File: src/design/pld_pkg.sv
// Types, constants and microcode table of the posting list delta encoder.
package pld_pkg;

  localparam int unsigned ValW       = 32;
  localparam int unsigned ByteW      = 8;
  localparam int unsigned GrpW       = 7;
  localparam int unsigned InDataW    = 64;
  localparam int unsigned OutDataW   = 168;
  localparam int unsigned ApbAddrW   = 3;
  localparam int unsigned ApbDataW   = 32;
  localparam int unsigned StepW      = 5;
  localparam int unsigned UcodeDepth = 1 << StepW;

  localparam logic RegWordLevel = 1'b0;  // register index, paddr[2]
  localparam logic WordLevelRst = 1'b1;

  typedef logic [StepW-1:0] step_t;
  typedef logic [ValW-1:0]  val_t;

  typedef enum logic [1:0] {
    FUNC_ADD   = 2'd0,
    FUNC_FLUSH = 2'd1,
    FUNC_RESET = 2'd2,
    FUNC_SNAP  = 2'd3
  } func_e;

  typedef enum logic [1:0] {
    STREAM_DOC  = 2'd0,
    STREAM_POS  = 2'd1,
    STREAM_STAT = 2'd2,
    STREAM_RSVD = 2'd3
  } stream_e;

  typedef enum logic [3:0] {
    OP_NOP,
    OP_CAPTURE,
    OP_LATCH_NEW,
    OP_LATCH_SAME,
    OP_LATCH_FREQ,
    OP_CLOSE,
    OP_NEW_DOC,
    OP_CLEAR,
    OP_LOAD_FREQ,
    OP_LOAD_DOC,
    OP_LOAD_POS,
    OP_EMIT,
    OP_STAT
  } op_e;

  typedef enum logic [3:0] {
    C_NEVER,
    C_ALWAYS,
    C_FUNC_ADD,
    C_FUNC_FLUSH,
    C_FUNC_RESET,
    C_SAME_DOC,
    C_NOT_WORD,
    C_NO_OPEN,
    C_FV_ZERO,
    C_NOT_MORE
  } cond_e;

  typedef enum logic [1:0] {
    L_NEVER,
    L_ALWAYS,
    L_NO_WORD
  } last_e;

  typedef struct packed {
    op_e   op;
    cond_e cond;
    step_t target;
    logic  rpt;     // stay on this step while the jump is not taken
    last_e lsel;
  } ctrl_t;

  typedef struct packed {
    op_e   op;
    last_e lsel;
    logic  go;
  } dp_ctrl_t;

  typedef struct packed {
    logic func_add;
    logic func_flush;
    logic func_reset;
    logic same_doc;
    logic not_word;
    logic no_open;
    logic fv_zero;
    logic not_more;
    logic out_free;
  } flags_t;

  // jump targets
  localparam step_t StIdle    = step_t'(0);
  localparam step_t StAdd     = step_t'(5);
  localparam step_t StDocVal  = step_t'(12);
  localparam step_t StDocDone = step_t'(14);
  localparam step_t StSame    = step_t'(17);
  localparam step_t StFlush   = step_t'(21);
  localparam step_t StReset   = step_t'(26);
  localparam step_t StStat    = step_t'(27);

  function automatic ctrl_t uc(op_e op, cond_e cond, step_t target, logic rpt, last_e lsel);
    ctrl_t c;
    c.op     = op;
    c.cond   = cond;
    c.target = target;
    c.rpt    = rpt;
    c.lsel   = lsel;
    return c;
  endfunction

  localparam ctrl_t Ucode [UcodeDepth] = '{
    // dispatch
    uc(OP_CAPTURE,    C_NEVER,      StIdle,    1'b0, L_NEVER),
    uc(OP_NOP,        C_FUNC_ADD,   StAdd,     1'b0, L_NEVER),
    uc(OP_NOP,        C_FUNC_FLUSH, StFlush,   1'b0, L_NEVER),
    uc(OP_NOP,        C_FUNC_RESET, StReset,   1'b0, L_NEVER),
    uc(OP_STAT,       C_ALWAYS,     StIdle,    1'b0, L_ALWAYS),
    // add: new document
    uc(OP_NOP,        C_SAME_DOC,   StSame,    1'b0, L_NEVER),
    uc(OP_LATCH_NEW,  C_NEVER,      StIdle,    1'b0, L_NEVER),
    uc(OP_CLOSE,      C_NEVER,      StIdle,    1'b0, L_NEVER),
    uc(OP_NEW_DOC,    C_NEVER,      StIdle,    1'b0, L_NEVER),
    uc(OP_NOP,        C_FV_ZERO,    StDocVal,  1'b0, L_NEVER),
    uc(OP_LOAD_FREQ,  C_NEVER,      StIdle,    1'b0, L_NEVER),
    uc(OP_EMIT,       C_NOT_MORE,   StDocVal,  1'b1, L_NEVER),
    uc(OP_LOAD_DOC,   C_NEVER,      StIdle,    1'b0, L_NEVER),
    uc(OP_EMIT,       C_NOT_MORE,   StDocDone, 1'b1, L_NO_WORD),
    uc(OP_NOP,        C_NOT_WORD,   StIdle,    1'b0, L_NEVER),
    uc(OP_LOAD_POS,   C_NEVER,      StIdle,    1'b0, L_NEVER),
    uc(OP_EMIT,       C_NOT_MORE,   StIdle,    1'b1, L_ALWAYS),
    // add: same document
    uc(OP_LATCH_SAME, C_NEVER,      StIdle,    1'b0, L_NEVER),
    uc(OP_NOP,        C_NOT_WORD,   StStat,    1'b0, L_NEVER),
    uc(OP_LOAD_POS,   C_NEVER,      StIdle,    1'b0, L_NEVER),
    uc(OP_EMIT,       C_NOT_MORE,   StIdle,    1'b1, L_ALWAYS),
    // flush
    uc(OP_NOP,        C_NO_OPEN,    StStat,    1'b0, L_NEVER),
    uc(OP_LATCH_FREQ, C_NEVER,      StIdle,    1'b0, L_NEVER),
    uc(OP_CLOSE,      C_NEVER,      StIdle,    1'b0, L_NEVER),
    uc(OP_LOAD_FREQ,  C_NEVER,      StIdle,    1'b0, L_NEVER),
    uc(OP_EMIT,       C_NOT_MORE,   StIdle,    1'b1, L_ALWAYS),
    // reset, then statistics-only result
    uc(OP_CLEAR,      C_NEVER,      StIdle,    1'b0, L_NEVER),
    uc(OP_STAT,       C_ALWAYS,     StIdle,    1'b0, L_ALWAYS),
    // unused
    uc(OP_NOP,        C_ALWAYS,     StIdle,    1'b0, L_NEVER),
    uc(OP_NOP,        C_ALWAYS,     StIdle,    1'b0, L_NEVER),
    uc(OP_NOP,        C_ALWAYS,     StIdle,    1'b0, L_NEVER),
    uc(OP_NOP,        C_ALWAYS,     StIdle,    1'b0, L_NEVER)
  };

endpackage

File: src/design/pld_seq.sv
// Microcode sequencer: step counter, control ROM and conditional jumps.
module pld_seq import pld_pkg::*; (
  input  logic     clk_i,
  input  logic     rst_ni,
  input  logic     in_valid_i,
  input  flags_t   flags_i,
  output logic     in_ready_o,
  output dp_ctrl_t dp_ctrl_o
);

  step_t step_q, step_d;
  ctrl_t ctrl;
  logic  cond_hit;
  logic  stall;

  assign ctrl = Ucode[step_q];

  always_comb begin
    case (ctrl.cond)
      C_NEVER:      cond_hit = 1'b0;
      C_ALWAYS:     cond_hit = 1'b1;
      C_FUNC_ADD:   cond_hit = flags_i.func_add;
      C_FUNC_FLUSH: cond_hit = flags_i.func_flush;
      C_FUNC_RESET: cond_hit = flags_i.func_reset;
      C_SAME_DOC:   cond_hit = flags_i.same_doc;
      C_NOT_WORD:   cond_hit = flags_i.not_word;
      C_NO_OPEN:    cond_hit = flags_i.no_open;
      C_FV_ZERO:    cond_hit = flags_i.fv_zero;
      C_NOT_MORE:   cond_hit = flags_i.not_more;
      default:      cond_hit = 1'b0;
    endcase
  end

  // hold the step while the output register is full or no input is offered
  assign stall = ((ctrl.op == OP_EMIT || ctrl.op == OP_STAT) && !flags_i.out_free) ||
                 (ctrl.op == OP_CAPTURE && !in_valid_i);

  always_comb begin
    if (stall) begin
      step_d = step_q;
    end else if (cond_hit) begin
      step_d = ctrl.target;
    end else if (ctrl.rpt) begin
      step_d = step_q;
    end else begin
      step_d = step_q + step_t'(1);
    end
  end

  always_ff @(posedge clk_i or negedge rst_ni) begin
    if (!rst_ni) begin
      step_q <= StIdle;
    end else begin
      step_q <= step_d;
    end
  end

  assign in_ready_o     = (ctrl.op == OP_CAPTURE);
  assign dp_ctrl_o.op   = ctrl.op;
  assign dp_ctrl_o.lsel = ctrl.lsel;
  assign dp_ctrl_o.go   = !stall;

endmodule

File: src/design/pld_dp.sv
// Datapath: term state, varint shifter and output register.
module pld_dp import pld_pkg::*; (
  input  logic                clk_i,
  input  logic                rst_ni,
  input  dp_ctrl_t            dp_ctrl_i,
  input  logic                word_level_i,
  input  logic [1:0]          in_func_i,
  input  val_t                in_doc_i,
  input  val_t                in_pos_i,
  input  logic                out_ready_i,
  output flags_t              flags_o,
  output logic                out_valid_o,
  output logic [OutDataW-1:0] out_data_o,
  output logic [1:0]          out_stream_o,
  output logic                out_last_o
);

  localparam val_t SatMax = '1;

  // captured input (no reset)
  func_e func_q;
  val_t  doc_q, pos_q;

  // term state
  logic seen_q, seen_d;
  val_t prev_doc_q, prev_doc_d;
  val_t prev_pos_q, prev_pos_d;
  val_t open_q, open_d;
  val_t docs_q, docs_d;
  val_t fsum_q, fsum_d;
  val_t fpeak_q, fpeak_d;

  // pending values and shifter (no reset)
  val_t fv_q, dv_q, pv_q, val_q;
  logic pos_flag_q;

  // output register
  logic                out_valid_q;
  stream_e             out_stream_q;
  logic [ByteW-1:0]    out_byte_q;
  logic                out_last_q;
  val_t                o_docs_q, o_fsum_q, o_fpeak_q, o_prev_q, o_open_q;

  logic            act;
  logic            more;
  logic            emit_last;
  logic            out_load;
  logic            out_free;
  logic [ValW:0]   sum_wide;

  assign act      = dp_ctrl_i.go;
  assign more     = (val_q[ValW-1:GrpW] != '0);
  assign out_free = !out_valid_q || out_ready_i;
  assign out_load = act && (dp_ctrl_i.op == OP_EMIT || dp_ctrl_i.op == OP_STAT);
  assign sum_wide = {1'b0, fsum_q} + {1'b0, open_q};

  always_comb begin
    case (dp_ctrl_i.lsel)
      L_NEVER:   emit_last = 1'b0;
      L_ALWAYS:  emit_last = !more;
      L_NO_WORD: emit_last = !more && !word_level_i;
      default:   emit_last = 1'b0;
    endcase
  end

  always_comb begin
    seen_d     = seen_q;
    prev_doc_d = prev_doc_q;
    prev_pos_d = prev_pos_q;
    open_d     = open_q;
    docs_d     = docs_q;
    fsum_d     = fsum_q;
    fpeak_d    = fpeak_q;
    if (act) begin
      case (dp_ctrl_i.op)
        OP_LATCH_SAME: begin
          if (open_q != SatMax) open_d = open_q + val_t'(1);
          prev_pos_d = pos_q;
        end
        OP_CLOSE: begin
          fsum_d = sum_wide[ValW] ? SatMax : sum_wide[ValW-1:0];
          if (open_q > fpeak_q) fpeak_d = open_q;
          open_d = '0;
        end
        OP_NEW_DOC: begin
          open_d     = val_t'(1);
          prev_doc_d = doc_q;
          prev_pos_d = pos_q;
          seen_d     = 1'b1;
          if (docs_q != SatMax) docs_d = docs_q + val_t'(1);
        end
        OP_CLEAR: begin
          seen_d     = 1'b0;
          prev_doc_d = '0;
          prev_pos_d = '0;
          open_d     = '0;
          docs_d     = '0;
          fsum_d     = '0;
          fpeak_d    = '0;
        end
        default: ;
      endcase
    end
  end

  always_ff @(posedge clk_i or negedge rst_ni) begin
    if (!rst_ni) begin
      seen_q     <= 1'b0;
      prev_doc_q <= '0;
      prev_pos_q <= '0;
      open_q     <= '0;
      docs_q     <= '0;
      fsum_q     <= '0;
      fpeak_q    <= '0;
    end else begin
      seen_q     <= seen_d;
      prev_doc_q <= prev_doc_d;
      prev_pos_q <= prev_pos_d;
      open_q     <= open_d;
      docs_q     <= docs_d;
      fsum_q     <= fsum_d;
      fpeak_q    <= fpeak_d;
    end
  end

  always_ff @(posedge clk_i) begin
    if (act) begin
      case (dp_ctrl_i.op)
        OP_CAPTURE: begin
          func_q <= func_e'(in_func_i);
          doc_q  <= in_doc_i;
          pos_q  <= in_pos_i;
        end
        OP_LATCH_NEW: begin
          // first document takes its delta from zero
          dv_q <= doc_q - (seen_q ? prev_doc_q : '0);
          fv_q <= open_q;
          pv_q <= pos_q;
        end
        OP_LATCH_SAME: pv_q <= pos_q - prev_pos_q;
        OP_LATCH_FREQ: fv_q <= open_q;
        OP_LOAD_FREQ: begin
          val_q      <= fv_q;
          pos_flag_q <= 1'b0;
        end
        OP_LOAD_DOC: begin
          val_q      <= dv_q;
          pos_flag_q <= 1'b0;
        end
        OP_LOAD_POS: begin
          val_q      <= pv_q;
          pos_flag_q <= 1'b1;
        end
        OP_EMIT: val_q <= val_q >> GrpW;
        default: ;
      endcase
    end
  end

  always_ff @(posedge clk_i or negedge rst_ni) begin
    if (!rst_ni) begin
      out_valid_q <= 1'b0;
    end else if (out_load) begin
      out_valid_q <= 1'b1;
    end else if (out_ready_i) begin
      out_valid_q <= 1'b0;
    end
  end

  always_ff @(posedge clk_i) begin
    if (out_load) begin
      if (dp_ctrl_i.op == OP_EMIT) begin
        out_stream_q <= pos_flag_q ? STREAM_POS : STREAM_DOC;
        out_byte_q   <= {more, val_q[GrpW-1:0]};
        out_last_q   <= emit_last;
      end else begin
        out_stream_q <= STREAM_STAT;
        out_byte_q   <= '0;
        out_last_q   <= 1'b1;
      end
      o_docs_q  <= docs_q;
      o_fsum_q  <= fsum_q;
      o_fpeak_q <= fpeak_q;
      o_prev_q  <= prev_doc_q;
      o_open_q  <= open_q;
    end
  end

  assign flags_o.func_add   = (func_q == FUNC_ADD);
  assign flags_o.func_flush = (func_q == FUNC_FLUSH);
  assign flags_o.func_reset = (func_q == FUNC_RESET);
  assign flags_o.same_doc   = seen_q && (doc_q == prev_doc_q);
  assign flags_o.not_word   = !word_level_i;
  assign flags_o.no_open    = (open_q == '0);
  assign flags_o.fv_zero    = (fv_q == '0);
  assign flags_o.not_more   = !more;
  assign flags_o.out_free   = out_free;

  assign out_valid_o  = out_valid_q;
  assign out_stream_o = out_stream_q;
  assign out_last_o   = out_last_q;
  assign out_data_o   = {o_open_q, o_prev_q, o_fpeak_q, o_fsum_q, o_docs_q, out_byte_q};

endmodule

File: src/design/posting_list_delta_encoder.sv
// Top level of the posting list delta encoder: streams, register port, sequencer, datapath.
//
//   channel   dir  transfer when             carries
//   s_axis    in   tvalid & tready           func (tuser), doc_id, position (tdata)
//   m_axis    out  tvalid & tready           one varint byte or a statistics-only result
//   apb       in   psel & penable & pwrite   word_level at byte address 0
//
// Dispatch takes 2 to 5 steps; a new document then takes 6 branch and state steps, one
// load step per value and one emit step per output byte from the single shared byte
// shifter. Reset clears all term state and sets word_level; no clearing pass.
// A full output register stalls the step counter; the next item is taken while the
// last result still waits.
module posting_list_delta_encoder import pld_pkg::*; (
  input  logic                clk_i,
  input  logic                rst_ni,
  input  logic                s_axis_tvalid,
  output logic                s_axis_tready,
  input  logic [InDataW-1:0]  s_axis_tdata,   // doc_id[31:0], position[63:32]
  input  logic [1:0]          s_axis_tuser,   // func[1:0]
  output logic                m_axis_tvalid,
  input  logic                m_axis_tready,
  // byte_value[7:0], doc_count[39:8], total_freq[71:40], max_freq[103:72],
  // last_doc[135:104], current_freq[167:136]
  output logic [OutDataW-1:0] m_axis_tdata,
  output logic [1:0]          m_axis_tuser,   // stream[1:0]
  output logic                m_axis_tlast,
  input  logic                psel,
  input  logic                penable,
  input  logic                pwrite,
  input  logic [ApbAddrW-1:0] paddr,
  input  logic [ApbDataW-1:0] pwdata,
  output logic [ApbDataW-1:0] prdata,
  output logic                pready
);

  logic     word_level_q;
  flags_t   flags;
  dp_ctrl_t dp_ctrl;

  assign pready = 1'b1;

  always_ff @(posedge clk_i or negedge rst_ni) begin
    if (!rst_ni) begin
      word_level_q <= WordLevelRst;
    end else if (psel && penable && pwrite && pready && paddr[2] == RegWordLevel) begin
      word_level_q <= pwdata[0];
    end
  end

  assign prdata = (paddr[2] == RegWordLevel) ? {{(ApbDataW-1){1'b0}}, word_level_q} : '0;

  pld_seq u_seq (
    .clk_i      (clk_i),
    .rst_ni     (rst_ni),
    .in_valid_i (s_axis_tvalid),
    .flags_i    (flags),
    .in_ready_o (s_axis_tready),
    .dp_ctrl_o  (dp_ctrl)
  );

  pld_dp u_dp (
    .clk_i        (clk_i),
    .rst_ni       (rst_ni),
    .dp_ctrl_i    (dp_ctrl),
    .word_level_i (word_level_q),
    .in_func_i    (s_axis_tuser),
    .in_doc_i     (s_axis_tdata[ValW-1:0]),
    .in_pos_i     (s_axis_tdata[InDataW-1:ValW]),
    .out_ready_i  (m_axis_tready),
    .flags_o      (flags),
    .out_valid_o  (m_axis_tvalid),
    .out_data_o   (m_axis_tdata),
    .out_stream_o (m_axis_tuser),
    .out_last_o   (m_axis_tlast)
  );

endmodule

File: config.mk
export PLATFORM = sky130hd
export DESIGN_NAME = posting_list_delta_encoder
export DESIGN_NICKNAME = d
export VERILOG_FILES = /design/src/design/pld_pkg.sv /design/src/design/pld_seq.sv /design/src/design/pld_dp.sv /design/src/design/posting_list_delta_encoder.sv
export SDC_FILE = /design/constraint.sdc
export NUM_CORES = 1
export LEC_CHECK = 0
export BUFFER_PORTS_ARGS = -buffer_cell sky130_fd_sc_hd__buf_4
export CAP_MARGIN = 5
export CORE_MARGIN = 8
export CORE_UTILIZATION = 62
export DETAILED_ROUTE_END_ITERATION = 12
export PLACE_DENSITY = 0.95
export SLEW_MARGIN = 20
export SYNTH_ARGS = -nofsm -noshare
export SYNTH_HDL_FRONTEND = slang
export SYNTH_SLANG_ARGS = --single-unit
export TNS_END_PERCENT = 5
File: constraint.sdc
create_clock -name clk_i -period 22 [get_ports clk_i]
set_clock_uncertainty 0.05 [all_clocks]
set_input_delay 6.6 -clock clk_i [delete_from_list [all_inputs] [get_ports clk_i]]
set_output_delay 6.6 -clock clk_i [all_outputs]
set_load 0.05 [all_outputs]
After elaboration in Yosys (flattened, before gate mapping)
Memory sizes are Yosys's and may differ from the RTL's.
Cells that the tools add are included.
Storage, ports and cells
  output and inout port bits: 206
  latch bits: 0
  bits in writable memories: 0
  logic and storage cells: 141
  memories: 1
  register bits: 566
  bits in read-only memories: 512
Operators by class
  reductions and logical operators: 46
  shift operators: 0
  magnitude comparators: 2
  $mul: 0
  equal/unequal tests: 32
  div/mod/pow operators: 0
  bitwise logic cells: 3
  add/sub/neg operators: 6
  multiplexer cells: 25
Memories
  (name not given): depth 32, bits a word 16, rd ports 1, clocked after Yosys merged registers in 0, wr ports 0, RTL line pld_seq.sv:16  | assign ctrl = Ucode[step_q];
Operators with widths (count)
  32-bit case mux with 2 select lines: 6
  32-bit two-way mux: 5
  32-bit case mux with 4 select lines: 1
  32-bit case mux with 3 select lines: 1
  32-bit by 1-bit adder with 32-bit output, second input constant: 2
  32-bit zero test: 2
  32-bit inequality test, second input constant: 2
  32-bit subtractor: 2
  32-bit by 32-bit adder with 33-bit output: 1
  32-bit == test: 1
  4-bit by 3-bit == test with 1-bit output, second input constant: 8
  32-bit > comparator: 1
  16-bit two-way mux: 2
  4-bit == test, second input constant: 7
  25-bit nonzero test: 1
  2-bit AND reduction: 10
  4-bit by 2-bit == test with 1-bit output, second input constant: 4
  2-bit nonzero test: 6
  5-bit two-way mux: 2
  1-bit case mux with 9 select lines: 1
  3-bit AND reduction: 3
  4-bit by 1-bit == test with 1-bit output, second input constant: 2
  1-bit logical AND: 8
  2-bit OR reduction: 4
  other kinds (15): 32

Depth between registers and ports, before layout
  word-level depth: 11
  depth in mapped cells: 15
  gate-level depth less buffers: 13

Modules after synthesis
Synthesis repeated with hierarchy kept, for this count alone.
Unflattened totals
  cell total of the unflattened synthesis: 2636
  area, all modules: 29060.4 sq um
Modules (own cells, without submodules)
  pld_dp: area each 27538.9 sq um, times used 1, cells an instance 2440
  pld_seq: area each 1218.7 sq um, times used 1, cells an instance 158
  posting_list_delta_encoder: area each 302.8 sq um, times used 1, cells an instance 38

Least setup slack after synthesis
No wires, ideal clock.
  path kind: input to output
  from: input port paddr[2]
  to: output port prdata[0]
  buffers on the path: 0
  data arrival time: 7.245 ns
  setup slack: 8.105 ns
  stages on the path: 1
  path through: nor2_1
Between the ends
  cells in the longest elaborated chain, start to end: 1
Ends and longest elaborated chain
  start, declared: RTL line posting_list_delta_encoder.sv:30  | input logic [ApbAddrW-1:0] paddr,
  1-bit two-way mux: RTL line posting_list_delta_encoder.sv:50  | assign prdata = (paddr[2] == RegWordLevel) ? {{(ApbDataW-1){1'b0}}, word_level_q} : '0;
  end, declared: RTL line posting_list_delta_encoder.sv:32  | output logic [ApbDataW-1:0] prdata,
Every way passes these cells.

Worst setup path after layout
Same ends and word-level chain as after synthesis.

==> results.json <==
{
  "port_buffers": 248,
  "clk-insertion-delay-late_ns": 0.61,
  "ys_types": 88,
  "die_h_um": 228.3,
  "worst_ep_required_time_ns": 15.35,
  "drc": 0,
  "async_reset_ff_frac": 0.3534,
  "reg2reg_to": "u_dp.o_prev_q[25]$_DFFE_PP_",
  "place_hpwl_um": 50340,
  "tns_ns": 0,
  "cts_buffer_depth": 3,
  "syn_avg_cell_area_sq_um": 11.62,
  "gp_congestion": 0.9498,
  "cts-buffers-inserted": 54,
  "grt_max_degree": 84,
  "cts_setup_buffers": 0,
  "crit_path_start_kind": "input pin",
  "cts_tree": "built",
  "layout_setup_ws_ns": 8.304,
  "whs_path_depth": 2,
  "drv_cap": 0,
  "p_per_area_nw_per_um2": 165.8,
  "synth-seq-cells": 566,
  "die-area_sq_um": 52110,
  "arrival_ns": 7.05,
  "grt_usage": 0.2744,
  "r2r_setup_slack_ns": 16.02,
  "grt_antenna_before_repair": 0,
  "clk_pin_slew_ns": 0.06,
  "switchingPower_mw": 2.287,
  "dp_slack_ns": 8.308,
  "routed_wl_um": 73940,
  "ys_seq_area_frac": 0.5725,
  "grt_pass1_vias": 21162,
  "h-tree-depth": 2,
  "final_nets": 2884,
  "crit_fanout": 2,
  "clock-sinks": 566,
  "n_fill_cell": 2768,
  "drive_above_1_share": 0.1597,
  "vias": 21149,
  "netlist_area_sq_um": 27940,
  "holdCritPathClass": "reg2reg",
  "postCtsHoldBufs": 0,
  "fp.dieW_um": 228.3,
  "crit_path_end_kind": "primary output",
  "drtAntennaViolNets": 0,
  "cts_resized": 0,
  "p_int_mw": 3.029,
  "viasPerCell": 6.462,
  "yosysTopAreaCell": "edfxtp_1",
  "postSynthCellCount": 2404,
  "rsz0062_at_grt": "false",
  "drt_iter0_drc": 3001,
  "r2r_start": "u_seq.step_q[1]$_DFFE_PN0P_",
  "hold_end": "u_dp.prev_pos_q[5]$_DFFE_PN0P_",
  "clkPwrFrac": 0.179,
  "pwr-share-seq": 0.363,
  "hold_viol_final": 0,
  "ir_drop_mv": 0.1199,
  "place_area_sq_um": 30240,
  "finalInstanceArea_sq_um": 32060,
  "ioPinCount": 314,
  "core_sq_um": 44320,
  "globalRouteOverflowTotal": 0,
  "synth_top_area_frac": 0.3934,
  "period_needed_ns": 13.70,
  "leakagePower_nw": 13.77,
  "setup_violations": 0,
  "timing.final.crit_share": 0.6225,
  "worst_pin_slew_ns": 1.086,
  "r2r_cells": 10,
  "syn2layout_area_growth_pct": 14.75,
  "grt_pass1_wl_um": 116300,
  "drt_pass1_iterations": 7,
  "start_util": 0.6305,
  "max_freq_ghz": 0.07301,
  "min-delay-start": "u_dp.prev_pos_q[5]$_DFFE_PN0P_",
  "synthFlopType": "edfxtp_1",
  "synth_area_leaders": "edfxtp_1 39%, dfrtp_1 18%, ha_1 6.2%",
  "critPathKind": "in2out",
  "combPwrFrac": 0.458,
  "synth_edf_count": 366,
  "slew_violations": 0,
  "wire_per_inst_um": 22.59,
  "power_switching_share": 0.4302,
  "synth_warnings": 0,
  "slew_headroom": 0.2760,
  "status": "complete, no violations",
  "clockRootBuffer": "clkbuf_16",
  "row_count": 77
}
-- flip-flops by register name, summed over array words and instances (netlist names), 5 cells and up --
| register | flops |
|---|---|
| u_dp.doc_q | 32 |
| u_dp.docs_q | 32 |
| u_dp.dv_q | 32 |
| u_dp.fpeak_q | 32 |
| u_dp.fsum_q | 32 |
| u_dp.fv_q | 32 |
| u_dp.o_docs_q | 32 |
| u_dp.o_fpeak_q | 32 |
| u_dp.o_fsum_q | 32 |
| u_dp.o_open_q | 32 |
| u_dp.o_prev_q | 32 |
| u_dp.open_q | 32 |
| u_dp.out_byte_q | 8 |
| u_dp.pos_q | 32 |
| u_dp.prev_doc_q | 32 |
| u_dp.prev_pos_q | 32 |
| u_dp.pv_q | 32 |
| u_dp.val_q | 32 |
| u_seq.step_q | 5 |
-- power by group through the flow --
| stage | clock network, mW | registers (mW) | logic, mW |
|---|---|---|---|
| final | 0.950 | 1.93 | 2.43 |
| after floorplan | 0 | 2.08 | 1.56 |
| after global routing | 0.998 | 1.96 | 2.62 |
| after global placement | 0 | 1.92 | 2.23 |
| after CTS | 0.956 | 1.92 | 2.39 |
| after detailed placement | 0 | 1.93 | 2.35 |
-- layout by cell type (no fill, tap or decap), drive strengths merged, types with 9 or more instances in the layout --
cell and n:
a21o 39, a21oi 126, a221o 31, a22o 66, a22oi 11, a31oi 18, and2 16, and3 30
and4 9, buf 273, clkbuf 69, clkinv 22, conb 32, dfrtp 199, edfxtp 366, ha 138
inv 100, mux2 28, nand2 242, nand2b 23, nand3 55, nand4 34, nor2 159, nor2b 20
nor3 38, nor4 34, o211ai 15, o21a 23, o21ai 122, o21bai 10, o22ai 28, o31ai 10
or3 11, xnor2 71, xor2 100
-- cells by family after synthesis --
family	Yosys count	synth area share
DFF	566	0.5725
AOI/OAI and AO/OA	561	0.1366
adders and majority gates	141	0.06395
buffers and inverters	228	0.03699
muxes	36	0.01460
xor gates and xnor gates	171	0.05360
and+or+nand+nor	699	0.1214
other	2	0.0002688
-- cell type report --
class,count,area [sq um],area share
inverter,99,371.6,0.01159
multi-input combinational,1640,11080,0.3456
antenna,1,2.502,0.00007805
tap,592,740.7,0.02310
clock buffer,68,1445,0.04508
clock inverter,33,349.1,0.01089
timing repair buffer,274,2074,0.06471
sequential,566,16000,0.4990
-- metal layers --
layer / routed length [um] / GRT usage / up-vias
met4: 3549 / 0.1285 / 0
met1: 27470 / 0.3459 / 10196
li1: - / - / 9272
met3: 7287 / 0.05212 / 306
met2: 35630 / 0.4562 / 1375
met5: 0 / 0 / -
-- cells in the mapped netlist (all sizes together) (28+ instances only) --
cell	count
nor2	159
o21ai	122
nor3	38
buf	65
nand4	34
nor4	34
inv	98
dfrtp	199
nand2	242
a22o	66
and3	30
mux2	28
xnor2	71
xor2	100
edfxtp	366
a221o	31
ha	138
a21oi	126
a21o	39
clkbuf	64
nand3	55
o22ai	28
-- through the flow --
stage	utilization	hold WS (ns)	cells	power [mW]
after global placement	0.6824	0.4133	3170	4.148
after global routing	0.7234	0.4475	3272	5.572
after floorplan	-	0.3949	2434	3.639
after CTS	0.7229	0.4358	3271	5.267
after detailed placement	0.6824	0.4180	3170	4.281
final	0.7234	0.4328	3273	5.316
-- worst max path at each step --
stage	slack, ns	cells past startpoint	startpoint	to
detailed placement	8.31	3	paddr[2]	prdata[0]
global placement	8.32	3	paddr[2]	prdata[0]
CTS	8.31	3	paddr[2]	prdata[0]
finish	8.30	3	paddr[2]	prdata[0]
floorplan	8.11	1	paddr[2]	prdata[0]
global route	8.28	3	paddr[2]	prdata[0]
-- worst max-delay path: stages --
cell	delay (ns)
buf_4	0.11
nor2_1	0.12
buf_4	0.22
Power figures use the tool's default switching activity.
